`src/hw/rtl/gqf_pkg.sv`:
```
// Shared constants, types and a GF(2) helper function for the quadratic filter keystream block.
package gqf_pkg;

    // State vector length and derived sizes
    localparam int unsigned N          = 8;
    localparam int unsigned STATE_W    = 8;
    localparam int unsigned MAT_W      = 64;
    localparam int unsigned MASK_W     = 8;
    localparam int unsigned RUN_LEN    = N * N;
    localparam int unsigned CNT_W      = $clog2(RUN_LEN + 1);
    localparam int unsigned CFG_IDX_W  = 3;
    localparam int unsigned CFG_DATA_W = 64;

    localparam logic [CNT_W-1:0] RUN_LEN_C = CNT_W'(RUN_LEN);

    // Configuration register indexes
    localparam logic [CFG_IDX_W-1:0] REG_TRANSITION = 3'd0;
    localparam logic [CFG_IDX_W-1:0] REG_QUADRATIC  = 3'd1;
    localparam logic [CFG_IDX_W-1:0] REG_LIN_MASK   = 3'd2;
    localparam logic [CFG_IDX_W-1:0] REG_OUT_CONST  = 3'd3;
    localparam logic [CFG_IDX_W-1:0] REG_INIT_KEY   = 3'd4;

    typedef struct packed {
        logic [MAT_W-1:0]   transition_matrix;
        logic [MAT_W-1:0]   quadratic_matrix;
        logic [MASK_W-1:0]  linear_mask;
        logic               output_constant;
        logic [STATE_W-1:0] initial_key;
    } t_cfg;

    typedef struct packed {
        logic               keystream_bit;
        logic [STATE_W-1:0] state_now;
        logic               last_of_run;
    } t_result;

    // Row vector times matrix over GF(2); bit r*N+c is element (r, c)
    function automatic logic [STATE_W-1:0] vec_mat(input logic [STATE_W-1:0] v,
                                                   input logic [MAT_W-1:0]   m);
        logic [STATE_W-1:0] res;
        res = '0;
        for (int c = 0; c < N; c++) begin
            for (int r = 0; r < N; r++) begin
                res[c] = res[c] ^ (v[r] & m[r*N + c]);
            end
        end
        return res;
    endfunction

endpackage

```
`src/hw/rtl/gqf_if.sv`:
```
// Stream and configuration channel interfaces for the keystream block.
interface gqf_in_if;
    logic valid;
    logic ready;
    logic restart;

    modport source (output valid, output restart, input ready);
    modport sink   (input valid, input restart, output ready);
endinterface

interface gqf_out_if;
    import gqf_pkg::*;
    logic               valid;
    logic               ready;
    logic               keystream_bit;
    logic [STATE_W-1:0] state_now;
    logic               last_of_run;

    modport source (output valid, output keystream_bit, output state_now,
                    output last_of_run, input ready);
    modport sink   (input valid, input keystream_bit, input state_now,
                    input last_of_run, output ready);
endinterface

interface gqf_cfg_if;
    import gqf_pkg::*;
    logic                  valid;
    logic                  ready;
    logic [CFG_IDX_W-1:0]  index;
    logic [CFG_DATA_W-1:0] data;

    modport source (output valid, output index, output data, input ready);
    modport sink   (input valid, input index, input data, output ready);
endinterface

```
`src/hw/rtl/gf2_quadratic_filter_keystream.sv`:
```
// Top level of the GF(2) quadratic filter keystream generator.
//
// Channels: i_in carries one item per transfer (restart bit); o_out returns
// one result per item (keystream_bit, state_now, last_of_run); i_cfg writes
// the five configuration registers by index and is always ready. Indexes
// past the last register are dropped. Write configuration only while idle.
//
// Each input transfer runs the whole step (reload on restart, linear update
// through the transition matrix, quadratic and linear filter terms, run
// counter) in combinational logic ahead of the output register, which holds
// the result, or the skid stage while the receiver stalls. Throughput is one
// item per cycle while i_in.ready is high, set by the single state register loop.
//
// Reset clears the configuration, the state vector and the run counter, so
// without a restart the generator steps from the all-zero state. When the
// receiver stalls, one more result parks in a skid stage and i_in.ready
// drops until the receiver takes data again; nothing is lost or repeated.
module gf2_quadratic_filter_keystream (
    input  logic      i_clk,
    input  logic      i_rst_n,
    gqf_in_if.sink    i_in,
    gqf_out_if.source o_out,
    gqf_cfg_if.sink   i_cfg
);
    import gqf_pkg::*;

    t_cfg    cfg;
    t_result result;
    logic    buf_ready;
    logic    step;

    assign i_in.ready = buf_ready;
    assign step       = i_in.valid && buf_ready;

    gqf_cfg_regs u_cfg_regs (
        .i_clk   (i_clk),
        .i_rst_n (i_rst_n),
        .i_cfg   (i_cfg),
        .o_cfg   (cfg)
    );

    gqf_core u_core (
        .i_clk     (i_clk),
        .i_rst_n   (i_rst_n),
        .i_cfg     (cfg),
        .i_step    (step),
        .i_restart (i_in.restart),
        .o_result  (result)
    );

    gqf_out_buf u_out_buf (
        .i_clk   (i_clk),
        .i_rst_n (i_rst_n),
        .i_push  (step),
        .i_data  (result),
        .o_ready (buf_ready),
        .o_out   (o_out)
    );

endmodule

```
`src/hw/rtl/gqf_cfg_regs.sv`:
```
// Configuration register file for the keystream block.
module gqf_cfg_regs (
    input  logic          i_clk,
    input  logic          i_rst_n,
    gqf_cfg_if.sink       i_cfg,
    output gqf_pkg::t_cfg o_cfg
);
    import gqf_pkg::*;

    t_cfg r_cfg;
    t_cfg n_cfg;

    // Always take a write
    assign i_cfg.ready = 1'b1;

    // Decode the write; unknown indexes are dropped
    always_comb begin
        n_cfg = r_cfg;
        if (i_cfg.valid) begin
            unique case (i_cfg.index)
                REG_TRANSITION: n_cfg.transition_matrix = i_cfg.data;
                REG_QUADRATIC:  n_cfg.quadratic_matrix  = i_cfg.data;
                REG_LIN_MASK:   n_cfg.linear_mask       = i_cfg.data[MASK_W-1:0];
                REG_OUT_CONST:  n_cfg.output_constant   = i_cfg.data[0];
                REG_INIT_KEY:   n_cfg.initial_key       = i_cfg.data[STATE_W-1:0];
                default:        n_cfg = r_cfg;
            endcase
        end
    end

    always_ff @(posedge i_clk) begin
        if (!i_rst_n) begin
            r_cfg <= '0;
        end else begin
            r_cfg <= n_cfg;
        end
    end

    assign o_cfg = r_cfg;

endmodule

```
`src/hw/rtl/gqf_core.sv`:
```
// State register, run counter and filter logic: one step per accepted transfer.
module gqf_core (
    input  logic             i_clk,
    input  logic             i_rst_n,
    input  gqf_pkg::t_cfg    i_cfg,
    input  logic             i_step,
    input  logic             i_restart,
    output gqf_pkg::t_result o_result
);
    import gqf_pkg::*;

    logic [STATE_W-1:0] r_state;
    logic [STATE_W-1:0] n_state;
    logic [CNT_W-1:0]   r_run_cnt;
    logic [CNT_W-1:0]   n_run_cnt;
    logic [STATE_W-1:0] base_state;
    logic [CNT_W-1:0]   base_cnt;
    logic [STATE_W-1:0] sq;
    logic               quad_bit;
    logic               lin_bit;

    // Restart reloads the key and clears the count before the step
    assign base_state = i_restart ? i_cfg.initial_key : r_state;
    assign base_cnt   = i_restart ? '0 : r_run_cnt;

    // Linear update, then quadratic and linear filter terms
    assign n_state  = vec_mat(base_state, i_cfg.transition_matrix);
    assign sq       = vec_mat(n_state, i_cfg.quadratic_matrix);
    assign quad_bit = ^(sq & n_state);
    assign lin_bit  = ^(i_cfg.linear_mask & n_state);

    // Count up to the run length and hold there
    assign n_run_cnt = (base_cnt < RUN_LEN_C) ? base_cnt + 1'b1 : base_cnt;

    assign o_result.keystream_bit = quad_bit ^ lin_bit ^ i_cfg.output_constant;
    assign o_result.state_now     = n_state;
    assign o_result.last_of_run   = (base_cnt < RUN_LEN_C) && (n_run_cnt == RUN_LEN_C);

    // Advance state on each transfer
    always_ff @(posedge i_clk) begin
        if (!i_rst_n) begin
            r_state   <= '0;
            r_run_cnt <= '0;
        end else if (i_step) begin
            r_state   <= n_state;
            r_run_cnt <= n_run_cnt;
        end
    end

    a_cnt_bound: assert property (@(posedge i_clk) disable iff (!i_rst_n)
        r_run_cnt <= RUN_LEN_C)
        else $error("run count beyond run length");

    a_restart_cnt: assert property (@(posedge i_clk) disable iff (!i_rst_n)
        i_step && i_restart |=> r_run_cnt == CNT_W'(1))
        else $error("run count not one after restart");

    a_last_cnt: assert property (@(posedge i_clk) disable iff (!i_rst_n)
        i_step && o_result.last_of_run |=> r_run_cnt == RUN_LEN_C)
        else $error("last of run without full count");

endmodule

```
`src/hw/rtl/gqf_out_buf.sv`:
```
// Output register with a skid stage so a stalled receiver never drops a result.
module gqf_out_buf (
    input  logic             i_clk,
    input  logic             i_rst_n,
    input  logic             i_push,
    input  gqf_pkg::t_result i_data,
    output logic             o_ready,
    gqf_out_if.source        o_out
);
    import gqf_pkg::*;

    logic    r_out_valid;
    logic    n_out_valid;
    t_result r_out_data;
    t_result n_out_data;
    logic    r_skid_valid;
    logic    n_skid_valid;
    t_result r_skid_data;
    t_result n_skid_data;
    logic    take;

    assign take    = r_out_valid && o_out.ready;
    assign o_ready = !r_skid_valid;

    // Refill the output stage from skid first, else from the new transfer; while it is held, park the transfer in skid
    always_comb begin
        n_out_valid  = r_out_valid;
        n_out_data   = r_out_data;
        n_skid_valid = r_skid_valid;
        n_skid_data  = r_skid_data;
        if (take || !r_out_valid) begin
            if (r_skid_valid) begin
                n_out_valid  = 1'b1;
                n_out_data   = r_skid_data;
                n_skid_valid = 1'b0;
            end else begin
                n_out_valid = i_push;
                n_out_data  = i_data;
            end
        end else if (i_push) begin
            n_skid_valid = 1'b1;
            n_skid_data  = i_data;
        end
    end

    always_ff @(posedge i_clk) begin
        if (!i_rst_n) begin
            r_out_valid  <= 1'b0;
            r_skid_valid <= 1'b0;
        end else begin
            r_out_valid  <= n_out_valid;
            r_skid_valid <= n_skid_valid;
        end
    end

    always_ff @(posedge i_clk) begin
        r_out_data  <= n_out_data;
        r_skid_data <= n_skid_data;
    end

    assign o_out.valid         = r_out_valid;
    assign o_out.keystream_bit = r_out_data.keystream_bit;
    assign o_out.state_now     = r_out_data.state_now;
    assign o_out.last_of_run   = r_out_data.last_of_run;

    a_skid_behind_out: assert property (@(posedge i_clk) disable iff (!i_rst_n)
        r_skid_valid |-> r_out_valid)
        else $error("skid stage holds data ahead of output stage");

    a_skid_hold: assert property (@(posedge i_clk) disable iff (!i_rst_n)
        r_skid_valid && !o_out.ready |=> r_skid_valid)
        else $error("skid entry lost while stalled");

    a_no_push_full: assert property (@(posedge i_clk) disable iff (!i_rst_n)
        r_skid_valid |-> !i_push)
        else $error("transfer taken with both stages full");

endmodule
```
`src/flat_wrapper.sv`:
```
// flat-port wrapper written by rule: the top's interface ports become plain ports
module gf2_quadratic_filter_keystream_flat import gqf_pkg::*;
  (i_clk, i_rst_n, i_in_valid, i_in_restart, i_in_ready, o_out_valid, o_out_keystream_bit, o_out_state_now, o_out_last_of_run, o_out_ready, i_cfg_valid, i_cfg_index, i_cfg_data, i_cfg_ready);
  gqf_in_if i_in_i ();
  gqf_out_if o_out_i ();
  gqf_cfg_if i_cfg_i ();
  input  logic i_clk;
  input  logic i_rst_n;
  input wire logic [$bits(i_in_i.valid)-1:0] i_in_valid;
  input wire logic [$bits(i_in_i.restart)-1:0] i_in_restart;
  output wire logic [$bits(i_in_i.ready)-1:0] i_in_ready;
  output wire logic [$bits(o_out_i.valid)-1:0] o_out_valid;
  output wire logic [$bits(o_out_i.keystream_bit)-1:0] o_out_keystream_bit;
  output wire logic [$bits(o_out_i.state_now)-1:0] o_out_state_now;
  output wire logic [$bits(o_out_i.last_of_run)-1:0] o_out_last_of_run;
  input wire logic [$bits(o_out_i.ready)-1:0] o_out_ready;
  input wire logic [$bits(i_cfg_i.valid)-1:0] i_cfg_valid;
  input wire logic [$bits(i_cfg_i.index)-1:0] i_cfg_index;
  input wire logic [$bits(i_cfg_i.data)-1:0] i_cfg_data;
  output wire logic [$bits(i_cfg_i.ready)-1:0] i_cfg_ready;
  assign i_in_i.valid = i_in_valid;
  assign i_in_i.restart = i_in_restart;
  assign i_in_ready = i_in_i.ready;
  assign o_out_valid = o_out_i.valid;
  assign o_out_keystream_bit = o_out_i.keystream_bit;
  assign o_out_state_now = o_out_i.state_now;
  assign o_out_last_of_run = o_out_i.last_of_run;
  assign o_out_i.ready = o_out_ready;
  assign i_cfg_i.valid = i_cfg_valid;
  assign i_cfg_i.index = i_cfg_index;
  assign i_cfg_i.data = i_cfg_data;
  assign i_cfg_ready = i_cfg_i.ready;
  gf2_quadratic_filter_keystream u_core (.i_clk(i_clk), .i_rst_n(i_rst_n), .i_in(i_in_i), .o_out(o_out_i), .i_cfg(i_cfg_i));
endmodule
```
`config.mk`:
```
export PLATFORM = sky130hd
export DESIGN_NAME = gf2_quadratic_filter_keystream_flat
export DESIGN_NICKNAME = d
export VERILOG_FILES = /design/src/hw/rtl/gqf_pkg.sv /design/src/hw/rtl/gqf_if.sv /design/src/hw/rtl/gf2_quadratic_filter_keystream.sv /design/src/hw/rtl/gqf_cfg_regs.sv /design/src/hw/rtl/gqf_core.sv /design/src/hw/rtl/gqf_out_buf.sv /design/src/flat_wrapper.sv
export SDC_FILE = /design/constraint.sdc
export NUM_CORES = 1
export LEC_CHECK = 0
export BUFFER_PORTS_ARGS = -buffer_cell sky130_fd_sc_hd__buf_2
export CAP_MARGIN = 20
export CORE_ASPECT_RATIO = 1.5
export CORE_UTILIZATION = 30
export CTS_BUF_LIST = sky130_fd_sc_hd__clkbuf_4
export DETAILED_ROUTE_END_ITERATION = 10
export MAX_ROUTING_LAYER = met4
export PLACE_DENSITY_LB_ADDON = 0.25
export SLEW_MARGIN = 20
export SYNTH_ARGS = -nofsm -noshare
export SYNTH_HDL_FRONTEND = slang
export SYNTH_HIERARCHICAL = 1
export SYNTH_SLANG_ARGS = --single-unit
```
`constraint.sdc`:
```
create_clock -name i_clk -period 4.48 [get_ports i_clk]
set_clock_uncertainty 0.2 [all_clocks]
set_input_delay 0 -clock i_clk [delete_from_list [all_inputs] [get_ports i_clk]]
set_output_delay 0 -clock i_clk [all_outputs]
set_load 0.02 [all_outputs]
```
==> results.yml <==
clocking:
  worstSkewPairLatency_ns: 0.60
  clk_pin_slew_worst_paths_ns: 0.16
  cts-htree-levels: 4
  cts_root_buffer: "clkbuf_4"
  clock-sinks: 182
  numCtsBuffers: 17
  clk_path_buf_depth: 2
  cts_tree: "done"
setup_path:
  cp_top_family: "XOR/XNOR gates"
  critPathRequiredTime_ns: 4.65
  worstPathArrival_ns: 4.46
  cp-startpoint: "u_core/u_core/r_state[3]"
  cp-start-kind: "flop"
  path_max_fanout: 6
  crit_path_end_kind: "flop"
  r2r-start: "u_core/u_core/r_state[3]"
  critPathKind: "flop to flop"
  timing.rr.end: "u_core/u_out_buf/o_out.keystream_bit"
  slowest_stage: "xnor3_1"
  cp_num_buf_inv: 0
  worstRegToRegCells: 13
  cpPeakStageDelay_ns: 0.42
  path_cells: "mux2_4, a211o_1, a211o_1, a211oi_1, o21ai_1, xnor2_1, xnor3_1, xnor3_1, nand2_1, xnor2_1, xnor2_1, xnor3_1, mux2_4"
  reg2reg_slack_ns: 0.19
placement:
  dp_hpwl_mm: 19.96
  routabilityCongestion: 0.8668
  port_buffers: 84
  place_inst: 1423
  placed_area_um2: 9971
layout:
  final_common_cell: "nand2_1"
  final_cell_mix: "nand2_1, dfxtp_1, mux2i_1, dlygate4sd3_1, buf_2"
  final_cell_area_um2: 11500
  nets: 1238
  syn2layout_area_growth_pct: 25.22
  instances_no_fill: 1578
  drive_gt1_share_pct: 15.46
drt:
  drtAntennaViolNets: 0
  drtPass1Iterations: 6
  drc: 0
  wl_per_cell_um: 17.51
  drt_iter0_drc: 290
  wl_mm: 27.63
  viasPerCell: 4.603
  vias: 7264
hold_path:
  min_delay_worst_endpoint: "u_core/u_cfg_regs/o_cfg[65]"
  worstHoldStart: "i_cfg_data[48]"
  hold_depth: 4
  worstHoldPathType: "primary input to flop"
global_routing:
  first_global_vias: 7359
  grt_max_degree: 110
  grt_pass1_wl_mm: 42.09
  grt_usage_pct: 19.07
  overflow: 0
  antenna_found_initial: 1
power:
  p_leak_nw: 4.885
  p_clk_share_pct: 30.8
  pwr-share-seq_pct: 57.9
  p_sw_share_pct: 26.34
  p_per_area_nw_per_um2: 257.7
  vdd_ir_drop_max_uv: 136.0
  p_int_mw: 2.184
  power_mw: 2.965
  power_switching_mw: 0.7808
  pwr-share-comb_pct: 11.3
sta:
  finalSetupViolCount: 0
  worst_slew_pin_slew_ns: 1.017
  maxSlewHeadroom_pct: 32.07
  fin_crit_sh_pct: 95.67
  rsz0062_at_grt: "false"
  whs_ns: 0.05296
  max_freq_mhz: 233.3
  final_max_slew_viol_count: 0
  fin_crit_ns: 4.286
  hold_viol: 0
die:
  start_util_pct: 30.46
  num_rows: 78
  fp.dieH_um: 216.3
  fp.dieW_um: 144.9
  coreArea_um2: 30160
  dieArea_um2: 31340
  pin_count: 86
logic_synthesis:
  synth-seq-cells: 182
  syn_inst: 960
  synth_cell_types: 45
  netlist_area_um2: 9186
  ys.flop_type: "dfxtp_1"
  seq_area_frac_synth_pct: 41.84
  synthArstFlopShare_pct: 0
  ys.warnings.count: 6
  syn_nets: 1034
  synth_edf_count: 20
  syn_avg_cell_area_um2: 9.569
flow_run:
  maxCapViolations: 0
outcome:
  status: "completed"
-- metal layers --
layer	part of all wire (%)	vias to the layer above	wire length, um	GRT usage [%]
met4	4.0	0	1105	9.018
met5	0	-	0	-
met2	54	133	14950	34.58
met1	39	3476	10860	20.06
met3	2.6	42	709	2.430
li1	-	3613	-	-
-- synthesized netlist by cell type, drive strengths merged, types with 13 or more instances --
cell type  count  area (um^2)
buf           38        364.1
clkbuf        14        52.55
nor2          27        103.9
edfxtp        20        600.6
xor2          44        385.4
o211a         16        160.2
nand2        307         1152
mux2i        159         1595
dfxtp        162         3243
mux2          18        240.2
inv           25        93.84
a211oi        20        167.7
o211ai        13        97.59
xnor2         37        324.1
-- cells by family after synthesis --
| logic type | share of synthesized area (%) |
|---|---|
| adder cells (fa/ha/maj) | 0.1362 |
| buffers and inverters | 5.557 |
| AO/OA/AOI/OAI | 6.837 |
| AND/OR/NAND/NOR | 15.43 |
| multiplexers | 19.98 |
| other | 0.04082 |
| flip-flops | 41.84 |
| XOR/XNOR | 10.17 |
-- state kept, by name (all words and copies together), names as in the netlist --
name / flops
u_core/u_out_buf/o_out.state_now: 8
u_core/u_cfg_regs/o_cfg: 145
u_core/u_out_buf/o_out.valid: 1
u_core/u_core/r_state: 8
u_core/u_out_buf/r_skid_data: 10
u_core/u_out_buf/o_out.keystream_bit: 1
u_core/u_out_buf/r_skid_valid: 1
u_core/u_out_buf/o_out.last_of_run: 1
u_core/u_core/r_run_cnt: 7
-- power by group through the flow --
stage / clock network (mW) / registers (mW) / logic (mW)
CTS: 0.954 / 1.72 / 0.333
global route: 1.01 / 1.72 / 0.362
global placement: 0 / 1.75 / 0.254
detailed placement: 0 / 1.75 / 0.257
floorplan: 0 / 1.75 / 0.161
finish: 0.914 / 1.72 / 0.334
-- per-stage QoR --
step / setup TNS (ns) / util [%] / setup WS (ns)
floorplan: 0 / - / 0.5186
global route: 0 / 38.15 / 0.002497
finish: 0 / 38.15 / 0.1942
global placement: 0 / 33.06 / 0.003875
CTS: 0 / 37.91 / 0.07469
detailed placement: -0.04540 / 33.06 / -0.04540
-- worst max path at each step --
stage / end / cells after the start
after floorplan: u_core/u_out_buf/o_out.keystream_bit / 13
after global placement: u_core/u_out_buf/o_out.keystream_bit / 16
after detailed placement: u_core/u_out_buf/o_out.keystream_bit / 16
after CTS: u_core/u_out_buf/o_out.keystream_bit / 15
after global routing: u_core/u_out_buf/o_out.keystream_bit / 13
final: u_core/u_out_buf/o_out.keystream_bit / 13
-- final cells by class --
class,count,area [um^2]
repair buffers,237,1901
clock inverters,14,133.9
inverters,25,93.84
clock buffers,18,135.1
multi-input cells,701,4893
diodes,1,2.502
flip-flops and latches,182,3844
fillers,3086,18650
well taps,400,500.5
-- timing repair --
item | 4_1_cts | 5_1_grt
endpoints found under the hold margin | 172 | 0
setup endpoints to repair | 0 | 1
gates resized for setup | 0 | 11
buffers inserted | 0 | 3
hold buffers | 119 | 0
-- worst register-to-register path: stages, from the launching register on --
cell and delay [ns]:
dfxtp_1 0.37, mux2_4 0.32, a211o_1 0.33, a211o_1 0.32
a211oi_1 0.27, o21ai_1 0.14, xnor2_1 0.19, xnor3_1 0.43
xnor3_1 0.37, nand2_1 0.07, xnor2_1 0.21, xnor2_1 0.20
xnor3_1 0.39, mux2_4 0.28
Note: power is estimated with default switching activity, not from simulation.
